--- config.mk ---
export PLATFORM = sky130hd
export DESIGN_NAME = bitshuffle_block_transpose_unit
export DESIGN_NICKNAME = d
export VERILOG_FILES = /design/src/rtl/bst_pkg.sv /design/src/rtl/bst_buffer.sv /design/src/rtl/bst_ctrl.sv /design/src/rtl/bitshuffle_block_transpose_unit.sv
export SDC_FILE = /design/constraint.sdc
export NUM_CORES = 2
export LEC_CHECK = 0
export BUFFER_PORTS_ARGS = -buffer_cell sky130_fd_sc_hd__buf_2
export CAP_MARGIN = 15
export CORE_MARGIN = 5
export CORE_UTILIZATION = 43
export DETAILED_ROUTE_END_ITERATION = 7
export PLACE_DENSITY_LB_ADDON = 0.3
export SLEW_MARGIN = 20
export SYNTH_ARGS = -nofsm -noshare
export SYNTH_HDL_FRONTEND = slang
export SYNTH_HIERARCHICAL = 1
export SYNTH_SLANG_ARGS = --single-unit
--- constraint.sdc ---
create_clock -name clk_i -period 13.36 [get_ports clk_i]
set_clock_uncertainty 0.2 [all_clocks]
set_input_delay 0 -clock clk_i [delete_from_list [all_inputs] [get_ports clk_i]]
set_output_delay 0 -clock clk_i [all_outputs]
set_load 0.005 [all_outputs]
--- src/rtl/bst_pkg.sv ---
// ----------------------------------------------------------------------------
// bst_pkg
// Shared types, codes and helpers of the bitshuffle block transpose unit.
// ----------------------------------------------------------------------------
package bst_pkg;

  localparam int unsigned MaxItemBytes = 8;
  localparam int unsigned DataW        = 64;
  localparam int unsigned PlaneW       = 6;
  localparam int unsigned BlockW       = 29;
  localparam int unsigned CountW       = 32;
  localparam int unsigned TailW        = 3;
  localparam int unsigned CfgIdxW      = 1;
  localparam int unsigned CfgDataW     = 4;

  typedef enum logic [1:0] {
    STATUS_OK          = 2'd0,
    STATUS_MID_BLOCK   = 2'd1,
    STATUS_TAIL_EXCESS = 2'd2,
    STATUS_OVERFLOW    = 2'd3
  } status_e;

  typedef enum logic {
    DIR_ENCODE = 1'b0,
    DIR_DECODE = 1'b1
  } dir_e;

  localparam logic KIND_PLANE = 1'b0;
  localparam logic KIND_ITEM  = 1'b1;

  localparam logic [CfgIdxW-1:0] REG_ITEM_BYTES = 1'b0;
  localparam logic [CfgIdxW-1:0] REG_DIRECTION  = 1'b1;

  typedef struct packed {
    logic [3:0] item_bytes;
    dir_e       direction;
  } cfg_t;

  // item_we: whole item to entry addr[2:0]; plane_we: bit i of data ORed into bit addr of
  // entry i (plane_clr clears all entries first)
  typedef struct packed {
    logic              item_we;
    logic              plane_we;
    logic              plane_clr;
    logic [PlaneW-1:0] addr;
    logic [DataW-1:0]  data;
  } buf_wr_t;

  typedef struct packed {
    logic [DataW-1:0]  data_res;
    logic              kind;
    logic [PlaneW-1:0] plane_index;
    logic [BlockW-1:0] block_index;
    logic [CountW-1:0] item_count;
    logic [TailW-1:0]  tail_count;
    logic [1:0]        status;
    logic              run_last;
  } res_t;

  // out-of-range sizes clamp to 1 .. MaxItemBytes
  function automatic logic [3:0] eff_size(logic [3:0] ib);
    logic [3:0] sz;
    if (ib == 4'd0) begin
      sz = 4'd1;
    end else if (ib > 4'(MaxItemBytes)) begin
      sz = 4'(MaxItemBytes);
    end else begin
      sz = ib;
    end
    return sz;
  endfunction

  function automatic logic [DataW-1:0] size_mask(logic [3:0] sz);
    logic [DataW-1:0] m;
    for (int i = 0; i < 8; i++) begin
      m[8*i +: 8] = (4'(i) < sz) ? 8'hFF : 8'h00;
    end
    return m;
  endfunction

endpackage

--- src/rtl/bst_buffer.sv ---
// ----------------------------------------------------------------------------
// bst_buffer
// Eight-entry item store with a bit-plane gather port and an item read port.
// ----------------------------------------------------------------------------
module bst_buffer (
  input  logic                  clk_i,
  input  bst_pkg::buf_wr_t      wr_i,
  input  logic [5:0]            plane_sel_i,
  input  logic [2:0]            item_sel_i,
  output logic [7:0]            plane_bits_o,
  output logic [63:0]           item_o
);

  logic [63:0] mem_q [8];

  always_ff @(posedge clk_i) begin
    if (wr_i.item_we) begin
      mem_q[wr_i.addr[2:0]] <= wr_i.data;
    end
    if (wr_i.plane_we) begin
      for (int i = 0; i < 8; i++) begin
        if (wr_i.plane_clr) begin
          mem_q[i] <= {63'd0, wr_i.data[i]};
        end else begin
          // bits left by earlier plane writes within an open block are kept
          mem_q[i][wr_i.addr] <= mem_q[i][wr_i.addr] | wr_i.data[i];
        end
      end
    end
  end

  // bit i of the plane byte is bit plane_sel of item i
  always_comb begin
    for (int i = 0; i < 8; i++) begin
      plane_bits_o[i] = mem_q[i][plane_sel_i];
    end
  end

  assign item_o = mem_q[item_sel_i];

endmodule

--- src/rtl/bst_ctrl.sv ---
// ----------------------------------------------------------------------------
// bst_ctrl
// Sequencer: stream counters, buffer writes and one result per step.
// ----------------------------------------------------------------------------
module bst_ctrl (
  input  logic               clk_i,
  input  logic               rst_ni,
  input  bst_pkg::cfg_t      cfg_i,
  input  logic               in_fire_i,
  input  logic [63:0]        in_data_i,
  input  logic               in_tail_i,
  input  logic               in_last_i,
  output logic               idle_o,
  input  logic               emit_ok_i,
  output logic               res_valid_o,
  output bst_pkg::res_t      res_o,
  output bst_pkg::buf_wr_t   buf_wr_o,
  output logic [5:0]         plane_sel_o,
  output logic [2:0]         item_sel_o,
  input  logic [7:0]         plane_bits_i,
  input  logic [63:0]        item_i
);

  localparam logic [1:0] S_IDLE   = 2'd0;
  localparam logic [1:0] S_PLANES = 2'd1;
  localparam logic [1:0] S_ITEMS  = 2'd2;
  localparam logic [1:0] S_ONE    = 2'd3;

  logic [1:0]  state_q, state_d;
  logic [2:0]  slot_q, slot_d;
  logic [5:0]  pc_q, pc_d;
  logic [28:0] bc_q, bc_d;
  logic [31:0] items_q, items_d;
  logic [2:0]  tails_q, tails_d;
  logic        ovf_q, ovf_d;
  logic        excess_q, excess_d;
  logic [5:0]  cnt_q, cnt_d;
  logic [2:0]  end_q, end_d;
  logic        dummy_q, dummy_d;
  logic [63:0] data_q;
  logic        last_q;

  logic [3:0]  sz;
  logic [63:0] mask;
  logic [5:0]  last_plane;
  logic [3:0]  items_inc;
  logic [32:0] items_sum;
  logic        count_en;
  logic        finish;
  logic        res_fire;
  logic        decode;
  bst_pkg::status_e st;

  assign sz         = bst_pkg::eff_size(cfg_i.item_bytes);
  assign mask       = bst_pkg::size_mask(sz);
  assign last_plane = 6'({sz, 3'b000} - 7'd1);
  assign decode     = (cfg_i.direction == bst_pkg::DIR_DECODE);
  assign items_sum  = {1'b0, items_q} + 33'(items_inc);
  assign idle_o     = (state_q == S_IDLE);
  assign res_valid_o = (state_q != S_IDLE);
  assign res_fire   = res_valid_o && emit_ok_i;
  assign plane_sel_o = cnt_q;
  assign item_sel_o  = cnt_q[2:0];

  always_comb begin
    if (!decode) begin
      st = ovf_q ? bst_pkg::STATUS_OVERFLOW : bst_pkg::STATUS_OK;
    end else if (pc_q != 6'd0) begin
      st = bst_pkg::STATUS_MID_BLOCK;
    end else if (excess_q) begin
      st = bst_pkg::STATUS_TAIL_EXCESS;
    end else if (ovf_q) begin
      st = bst_pkg::STATUS_OVERFLOW;
    end else begin
      st = bst_pkg::STATUS_OK;
    end
  end

  always_comb begin
    state_d   = state_q;
    slot_d    = slot_q;
    pc_d      = pc_q;
    bc_d      = bc_q;
    tails_d   = tails_q;
    excess_d  = excess_q;
    cnt_d     = cnt_q;
    end_d     = end_q;
    dummy_d   = dummy_q;
    items_inc = 4'd1;
    count_en  = 1'b0;
    finish    = 1'b0;
    buf_wr_o  = '0;
    res_o     = '0;
    res_o.block_index = bc_q;

    unique case (state_q)
      S_IDLE: begin
        if (in_fire_i) begin
          cnt_d = 6'd0;
          if (!decode) begin
            buf_wr_o.item_we = 1'b1;
            buf_wr_o.addr    = {3'd0, slot_q};
            buf_wr_o.data    = in_data_i & mask;
            count_en = 1'b1;
            slot_d   = slot_q + 3'd1;
            if (slot_q == 3'd7) begin
              state_d = S_PLANES;
            end else if (in_last_i) begin
              state_d = S_ITEMS;
              end_d   = slot_q;
            end
          end else if (in_tail_i) begin
            count_en = 1'b1;
            dummy_d  = 1'b0;
            state_d  = S_ONE;
            if (tails_q == 3'd7) begin
              excess_d = 1'b1;
            end else begin
              tails_d = tails_q + 3'd1;
            end
          end else begin
            buf_wr_o.plane_we  = 1'b1;
            buf_wr_o.plane_clr = (pc_q == 6'd0);
            buf_wr_o.addr      = pc_q;
            buf_wr_o.data      = {56'd0, in_data_i[7:0]};
            if (pc_q >= last_plane) begin
              pc_d      = 6'd0;
              items_inc = 4'd8;
              count_en  = 1'b1;
              end_d     = 3'd7;
              state_d   = S_ITEMS;
            end else begin
              pc_d = pc_q + 6'd1;
              if (in_last_i) begin
                dummy_d = 1'b1;
                state_d = S_ONE;
              end
            end
          end
        end
      end
      S_PLANES: begin
        res_o.data_res    = {56'd0, plane_bits_i};
        res_o.kind        = bst_pkg::KIND_PLANE;
        res_o.plane_index = cnt_q;
        if (cnt_q == last_plane) begin
          res_o.run_last = 1'b1;
          if (emit_ok_i) begin
            bc_d    = bc_q + 29'd1;
            finish  = last_q;
            state_d = S_IDLE;
          end
        end else if (emit_ok_i) begin
          cnt_d = cnt_q + 6'd1;
        end
      end
      S_ITEMS: begin
        res_o.data_res = item_i & mask;
        res_o.kind     = bst_pkg::KIND_ITEM;
        if (cnt_q[2:0] == end_q) begin
          res_o.run_last = 1'b1;
          if (emit_ok_i) begin
            if (decode) begin
              bc_d = bc_q + 29'd1;
            end
            finish  = last_q;
            state_d = S_IDLE;
          end
        end else if (emit_ok_i) begin
          cnt_d = cnt_q + 6'd1;
        end
      end
      S_ONE: begin
        res_o.data_res = dummy_q ? 64'd0 : (data_q & mask);
        res_o.kind     = dummy_q ? bst_pkg::KIND_PLANE : bst_pkg::KIND_ITEM;
        res_o.run_last = 1'b1;
        if (emit_ok_i) begin
          finish  = last_q;
          state_d = S_IDLE;
        end
      end
      default: begin
        state_d = S_IDLE;
      end
    endcase

    items_d = count_en ? items_sum[31:0] : items_q;
    ovf_d   = ovf_q | (count_en & items_sum[32]);

    // final result of a stream carries the totals, then the stream state clears
    if (finish) begin
      res_o.item_count = items_q;
      res_o.tail_count = decode ? tails_q : slot_q;
      res_o.status     = st;
      slot_d   = 3'd0;
      pc_d     = 6'd0;
      bc_d     = 29'd0;
      items_d  = 32'd0;
      tails_d  = 3'd0;
      ovf_d    = 1'b0;
      excess_d = 1'b0;
    end
  end

  always_ff @(posedge clk_i or negedge rst_ni) begin
    if (!rst_ni) begin
      state_q  <= S_IDLE;
      slot_q   <= 3'd0;
      pc_q     <= 6'd0;
      bc_q     <= 29'd0;
      items_q  <= 32'd0;
      tails_q  <= 3'd0;
      ovf_q    <= 1'b0;
      excess_q <= 1'b0;
      cnt_q    <= 6'd0;
      end_q    <= 3'd0;
      dummy_q  <= 1'b0;
    end else begin
      state_q  <= state_d;
      slot_q   <= slot_d;
      pc_q     <= pc_d;
      bc_q     <= bc_d;
      items_q  <= items_d;
      tails_q  <= tails_d;
      ovf_q    <= ovf_d;
      excess_q <= excess_d;
      cnt_q    <= cnt_d;
      end_q    <= end_d;
      dummy_q  <= dummy_d;
    end
  end

  always_ff @(posedge clk_i) begin
    if (in_fire_i) begin
      data_q <= in_data_i;
      last_q <= in_last_i;
    end
  end

`ifndef NO_ASSERTIONS
  a_plane_in_range: assert property (@(posedge clk_i) disable iff (!rst_ni)
    state_q == S_PLANES |-> cnt_q <= last_plane)
    else $error("plane counter past last plane");

  a_stream_clears: assert property (@(posedge clk_i) disable iff (!rst_ni)
    res_fire && res_o.run_last && last_q |=>
      items_q == 32'd0 && slot_q == 3'd0 && pc_q == 6'd0 && bc_q == 29'd0)
    else $error("stream state not cleared after final result");

  a_stall_holds: assert property (@(posedge clk_i) disable iff (!rst_ni)
    state_q != S_IDLE && !emit_ok_i |=> $stable(state_q) && $stable(cnt_q))
    else $error("sequencer advanced while output stalled");
`endif

endmodule

--- src/rtl/bitshuffle_block_transpose_unit.sv ---
// ----------------------------------------------------------------------------
// bitshuffle_block_transpose_unit
// 8-item bit transpose of 1..8 byte items: encode to plane bytes, decode back.
// ----------------------------------------------------------------------------
// channel   dir  handshake                 payload
// s_axis    in   s_axis_tvalid/tready      tdata: data; tuser: is_tail; tlast: last
// m_axis    out  m_axis_tvalid/tready      tdata: result fields; tuser: kind;
//                                          tlast: run_last
// cfg       in   cfg_valid_i/cfg_ready_o   cfg_index_i, cfg_data_i
//
// Results leave the sequencer through the output register, one per cycle unless
// m_axis_tready low stalls the sequencer in place: 8*item_bytes plane bytes for an
// encode block, 8 items for a decode block, the buffered items for an encode stream
// end, one for a tail item or a decode stream end. The block takes no item and no
// config write until the last result of the current transaction is in the output
// register. Reset clears counters and control; no clearing pass.
// ----------------------------------------------------------------------------
module bitshuffle_block_transpose_unit (
  input  logic          clk_i,
  input  logic          rst_ni,
  input  logic          s_axis_tvalid,
  output logic          s_axis_tready,
  input  logic [63:0]   s_axis_tdata,   // [63:0] data
  input  logic          s_axis_tuser,   // [0] is_tail
  input  logic          s_axis_tlast,
  output logic          m_axis_tvalid,
  input  logic          m_axis_tready,
  // [63:0] data_res, [69:64] plane_index, [98:70] block_index,
  // [130:99] item_count, [133:131] tail_count, [135:134] status
  output logic [135:0]  m_axis_tdata,
  output logic          m_axis_tuser,   // [0] kind
  output logic          m_axis_tlast,
  input  logic          cfg_valid_i,
  output logic          cfg_ready_o,
  input  logic [0:0]    cfg_index_i,
  input  logic [3:0]    cfg_data_i
);

  bst_pkg::cfg_t     cfg_q;
  bst_pkg::res_t     res, out_q;
  bst_pkg::buf_wr_t  buf_wr;
  logic              out_valid_q;
  logic              idle;
  logic              in_fire;
  logic              emit_ok;
  logic              res_valid;
  logic [5:0]        plane_sel;
  logic [2:0]        item_sel;
  logic [7:0]        plane_bits;
  logic [63:0]       item_rd;

  // config has priority over a waiting item
  assign cfg_ready_o   = idle;
  assign s_axis_tready = idle && !cfg_valid_i;
  assign in_fire       = s_axis_tvalid && s_axis_tready;
  assign emit_ok       = !out_valid_q || m_axis_tready;

  always_ff @(posedge clk_i or negedge rst_ni) begin
    if (!rst_ni) begin
      cfg_q.item_bytes <= 4'd1;
      cfg_q.direction  <= bst_pkg::DIR_ENCODE;
    end else if (cfg_valid_i && cfg_ready_o) begin
      unique case (cfg_index_i)
        bst_pkg::REG_ITEM_BYTES: cfg_q.item_bytes <= cfg_data_i;
        bst_pkg::REG_DIRECTION:  cfg_q.direction  <= bst_pkg::dir_e'(cfg_data_i[0]);
        default: ;
      endcase
    end
  end

  bst_buffer u_buffer (
    .clk_i        (clk_i),
    .wr_i         (buf_wr),
    .plane_sel_i  (plane_sel),
    .item_sel_i   (item_sel),
    .plane_bits_o (plane_bits),
    .item_o       (item_rd)
  );

  bst_ctrl u_ctrl (
    .clk_i        (clk_i),
    .rst_ni       (rst_ni),
    .cfg_i        (cfg_q),
    .in_fire_i    (in_fire),
    .in_data_i    (s_axis_tdata),
    .in_tail_i    (s_axis_tuser),
    .in_last_i    (s_axis_tlast),
    .idle_o       (idle),
    .emit_ok_i    (emit_ok),
    .res_valid_o  (res_valid),
    .res_o        (res),
    .buf_wr_o     (buf_wr),
    .plane_sel_o  (plane_sel),
    .item_sel_o   (item_sel),
    .plane_bits_i (plane_bits),
    .item_i       (item_rd)
  );

  always_ff @(posedge clk_i or negedge rst_ni) begin
    if (!rst_ni) begin
      out_valid_q <= 1'b0;
    end else if (emit_ok) begin
      out_valid_q <= res_valid;
    end
  end

  always_ff @(posedge clk_i) begin
    if (emit_ok && res_valid) begin
      out_q <= res;
    end
  end

  assign m_axis_tvalid = out_valid_q;
  assign m_axis_tdata  = {out_q.status, out_q.tail_count, out_q.item_count,
                          out_q.block_index, out_q.plane_index, out_q.data_res};
  assign m_axis_tuser  = out_q.kind;
  assign m_axis_tlast  = out_q.run_last;

endmodule

# After elaboration in Yosys (flattened, before gate mapping)
# Memories as Yosys holds them, arrays and structs flattened.
# Cells that the tools add are included.
classes:
  addsub: 7
  n_lt_le_gt_ge: 13
  eq_ne: 26
  muxes: 654
  bitwise: 526
  n_reduce_logical: 35
ops:
  columns: ["cell", "count"]
  rows:
  - ["$mux 1", 558]
  - ["$or 1x1->1", 521]
  - ["$mux 64", 4]
  - ["$pmux 65 s3", 1]
  - ["$and 64x64->64", 3]
  - ["$mux 29", 6]
  - ["$mux 73", 2]
  - ["$bmux 1 s6", 16]
  - ["$mux 72", 1]
  - ["$mux 70", 1]
  - ["$mux 32", 2]
  - ["$mux 8", 8]
  - ["$reduce_or 64->1", 1]
  - ["$mux 6", 10]
  - ["$pmux 29 s2", 1]
  - ["$mux 3", 17]
  - ["$add 32x4->33", 1]
  - ["$mux 2", 15]
  - ["$add 29x1->29 const B", 1]
  - ["$mux 4", 7]
  - ["$reduce_and 5->1", 4]
  - ["$pmux 6 s3", 1]
  - ["$reduce_bool 2->1", 9]
  - ["$lt 3x4->1 const A", 4]
  - ["other kinds (37)", 67]
totals:
  reg_bits: 296
  ramBits: 512
  output_inout_bits: 141
  wordCells: 1286
  mem_count: 1
memory_table:
  columns: ["memory", "depth", "word_bits", "rd", "rd_clocked_by_memory_dff", "wr", "line", "text"]
  rows:
  - ["u_buffer.mem_q", 8, 64, 9, 0, 8, "bst_buffer.sv:14", "logic [63:0] mem_q [8];"]

# Depth between registers and ports, before layout
logic_depth:
  word_depth: 17
  mapped_depth: 22
  ltp_nobuf: 16

# Modules after synthesis
# The synthesis kept the hierarchy.
by_module_without_submodules:
  columns: ["module", "n_inst", "cells_each", "area_each_um2"]
  rows:
  - ["bst_buffer", 1, 2914, 34023.9]
  - ["bst_ctrl", 1, 960, 8866.0]
  - ["bitshuffle_block_transpose_unit", 1, 156, 4425.5]

# Worst setup path after synthesis
# No wires, ideal clock.
synth_timing:
  kind: "reg2reg"
  from: "register u_ctrl.state_q[0]"
  to: "memory u_buffer.mem_q[3][2], data pin"
  arrival_time_ns: 5.777
  required_ns: 12.880
  slack_ns: 7.104
  stages_incl_launch_ff: 18
  path_buffers: 4
  synth_period_minus_slack_ns: 6.256
  path_cell_list: "dfrtp_1 inv_1 ha_1 and2b_2 and2_1 and2_1 clkbuf_1 nand2_1 o21ai_0 buf_2 mux4_2 mux2_2 a2111oi_2 o41ai_1 nor4b_1 buf_4 buf_6 a21oi_1"
synth_rtl:
  columns: ["element", "line", "text"]
  rows:
  - ["start: declaration", "bst_ctrl.sv:29", "logic [1:0] state_q, state_d;"]
  - ["start signal: assignment", "bst_ctrl.sv:219", "state_q <= state_d;"]
  - ["end: declaration", "bst_buffer.sv:14", null]

==> impl_metrics.yaml <==
global_route:
  grt_pass1_wl_um: 268000
  grt_pass1_vias: 38203
  grt_max_degree: 140
  antenna_found_initial: 9
  grt-ovfl-total: 0
  grt_use_total_pct: 31.0
synth:
  postSynthAreaPerCell_sq_um: 11.7
  synth_ff_type: "edfxtp_1"
  synth_compound_area_share_pct: 14.7
  synthAdderAreaFrac_pct: 0.555
  synth_xor_area_share_pct: 0.547
  syn_inst: 4030
  yosys_warnings: 6
  synth_area_sq_mm: 0.0473
  seq_area_frac_synth_pct: 50.3
  synth_edf_count: 715
  synthArstFlopShare_pct: 11.5
  synthSimpleGateAreaFrac_pct: 11.5
  syn_nets: 4127
  ys_ff_latch: 808
  ys_types: 95
  synthMuxAreaShare_pct: 19.0
  synth_top_family_by_area: "multiplexers"
timing:
  max_slew_margin_pct: 12.0
  tightestPinTransition_ps: 1320
  fin_crit_ps: 8560
  drv_slew: 0
  rsz0062_at_grt: "false"
  clock.fmax_mhz: 117
  setup_violations: 0
  hold_violations: 0
  finalSetupTns_ps: 0
  whs_ps: 22.5
  finalCritPeriodShare_pct: 64.1
cts:
  cts.repair.resized: 0
  insertion_delay_ps: 690
  cts_buffer_depth: 3
  cts_sinks: 808
  root_buffer: "clkbuf_16"
  cts_made_buffers: 93
  postCtsSetupBuffers: 0
  cts_tree: "built"
  clk_pin_slew_ps: 60
  htree_levels: 3
  postCtsHoldBufs: 152
detailed_routing:
  route.met2.wl_um: 82400
  drtIter0Drc: 6939
  num_vias: 40115
  wl_per_cell_um: 32.7
  antenna_left: 0
  first_pass_iters: 8
  drc: 0
  wl_met3_um: 26400
  wirelength_um: 187000
  routed.top_layer: "met5"
  avgViaCountPerCell: 7.02
  wl_met1_um: 65000
floorplan:
  die_x_um: 342
  num_rows: 121
  dieArea_sq_mm: 0.117
  die_height_um: 342
  coreArea_sq_mm: 0.109
  initial_core_util_pct: 43.4
  pin_count: 217
cells_and_area:
  nets: 4324
  final_core_util_pct: 49.7
  fin_area_sq_mm: 0.0542
  drive_gt1_share_pct: 22.5
  multi_input_area_sq_mm: 0.0221
  final_cells: 5714
  final_cell_mix: "715 x edfxtp_1, 681 x nand2_1, 592 x a21oi_1, 326 x mux4_2, 215 x buf_2"
  final_common_cell: "edfxtp_1"
  nFillCells: 9539
  area_delta_synth_final_pct: 14.5
  ff_latch_area_sq_mm: 0.0238
worst_setup_path:
  worstPathArrival_ps: 8750
  startpoint_type: "flop"
  end_kind: "flop"
  crit_fanout: 106
  crit_required_ps: 13540
  path_class: "flop to flop"
place:
  port-buffer-count: 216
  hpwl_um: 122000
  place_inst: 5393
  place_area_sq_mm: 0.0495
  gp_congestion: 1.02
job:
  drv_cap: 0
pwr:
  leakagePower_uw: 0.0215
  vdd_drop_max_uv: 125
  power.density_mw_per_mm2: 161
run_status:
  status: "finished, final reports clean"
worst_hold_path:
  hp-class: "primary input to flop"
where the power goes:
group,switching [uW],internal (uW)
Combinational,1840,1030
Clock,1080,1510
Sequential,169,3080
layout make-up:
type	count	share of cell area (%)
antenna	3	0.0139
timing repair buffer	455	6.20
multi-input combinational	2843	40.8
clock inverter	48	0.859
clock buffer	117	4.75
inverter	26	0.180
sequential	808	44.0
tap	1414	3.27
cell usage after synthesis (all sizes together) (4+ instances only):
| cell type | instances | share of area, % |
|---|---|---|
| a211o | 5 | 0.093 |
| a211oi | 13 | 0.22 |
| a21o | 4 | 0.063 |
| a21oi | 595 | 6.3 |
| a221o | 12 | 0.25 |
| a221oi | 81 | 1.5 |
| a22o | 8 | 0.15 |
| a22oi | 147 | 2.3 |
| a31oi | 83 | 1.1 |
| and2 | 98 | 1.3 |
| and3 | 37 | 0.49 |
| and4 | 6 | 0.11 |
| buf | 147 | 1.7 |
| clkbuf | 206 | 1.6 |
| dfrtp | 92 | 4.9 |
| edfxtp | 715 | 45 |
| ha | 21 | 0.56 |
| inv | 26 | 0.21 |
| mux2 | 106 | 2.6 |
| mux2i | 42 | 0.89 |
| mux4 | 326 | 16 |
| nand2 | 686 | 5.4 |
| nand2b | 18 | 0.25 |
| nand3 | 53 | 0.56 |
| nand3b | 19 | 0.33 |
| nand4 | 10 | 0.13 |
| nor2 | 169 | 1.3 |
| nor2b | 23 | 0.30 |
| nor3 | 24 | 0.29 |
| nor3b | 9 | 0.14 |
| o211ai | 4 | 0.063 |
| o21ai | 88 | 0.94 |
| o221ai | 5 | 0.093 |
| o22ai | 20 | 0.26 |
| o2bb2ai | 4 | 0.074 |
| o31ai | 20 | 0.45 |
| o41ai | 7 | 0.15 |
| or2 | 6 | 0.079 |
| or3 | 17 | 0.24 |
| or3b | 10 | 0.19 |
| xnor2 | 9 | 0.17 |
| xor2 | 18 | 0.33 |
through the flow:
step / total power [uW] / setup slack, ps
floorplan: 5000 / 7100
global placement: 6010 / 5250
detailed placement: 6030 / 5070
CTS: 8660 / 5020
global route: 8990 / 4630
finish: 8710 / 4800
worst paths after layout:
path	start	endpoint	slack [ps]	cells after the start
min in group asynchronous	rst_ni	cfg_q[1]$_DFFE_PN1P_	260	3
worst min-delay path	cfg_valid_i	u_ctrl/data_q[1]$_DFFE_PP_	20	3
worst min register to register	u_ctrl/bc_q[28]$_DFFE_PN0P_	u_ctrl/bc_q[28]$_DFFE_PN0P_	300	1
worst max-delay path	u_ctrl/state_q[0]$_DFFE_PN0P_	u_buffer/mem_q[2][40]$_DFFE_PP_	4800	19
max in group asynchronous	rst_ni	u_ctrl/bc_q[22]$_DFFE_PN0P_	12070	4
worst max register to register	u_ctrl/state_q[0]$_DFFE_PN0P_	u_buffer/mem_q[2][40]$_DFFE_PP_	4800	19
state kept, by name, summed over array words and instances, names as in the netlist:
signal and cells:
cfg_q 5, m_axis_tdata 136, m_axis_tlast 1, m_axis_tuser 1, m_axis_tvalid 1, u_buffer/mem_q 512, u_ctrl/bc_q 29, u_ctrl/data_q 64
u_ctrl/dummy_q 1, u_ctrl/end_q 3, u_ctrl/excess_q 1, u_ctrl/items_q 32, u_ctrl/last_q 1, u_ctrl/ovf_q 1, u_ctrl/pc_q 6, u_ctrl/plane_sel_o 6
u_ctrl/slot_q 3, u_ctrl/state_q 2, u_ctrl/tails_q 3
worst max-delay path: stages (launching register included):
cell and delay [ps]:
dfrtp_1 450, inv_1 170, ha_1 790, and2b_2 280, and2_4 430, and2_1 450
nand2_1 280, inv_1 100, buf_4 370, nand2_1 160, o21ai_4 100, buf_12 510
buf_4 600, mux4_2 580, mux2i_1 380, o22ai_1 150, a21oi_1 240, and4_2 950
buf_4 740, a21oi_1 160
routing by layer:
layer,track usage [%],vias to the layer above
li1,-,16073
met5,0,-
met2,47.0,3486
met3,9.25,748
met4,17.7,6
met1,39.8,19802
cells by family after synthesis:
logic type,count (synthesis)
compound gates,1121
xor+xnor,28
fa+ha+maj,21
buf+inv,379
flops,808
mux,474
simple gates,1199
Power figures use the tool's default switching activity.
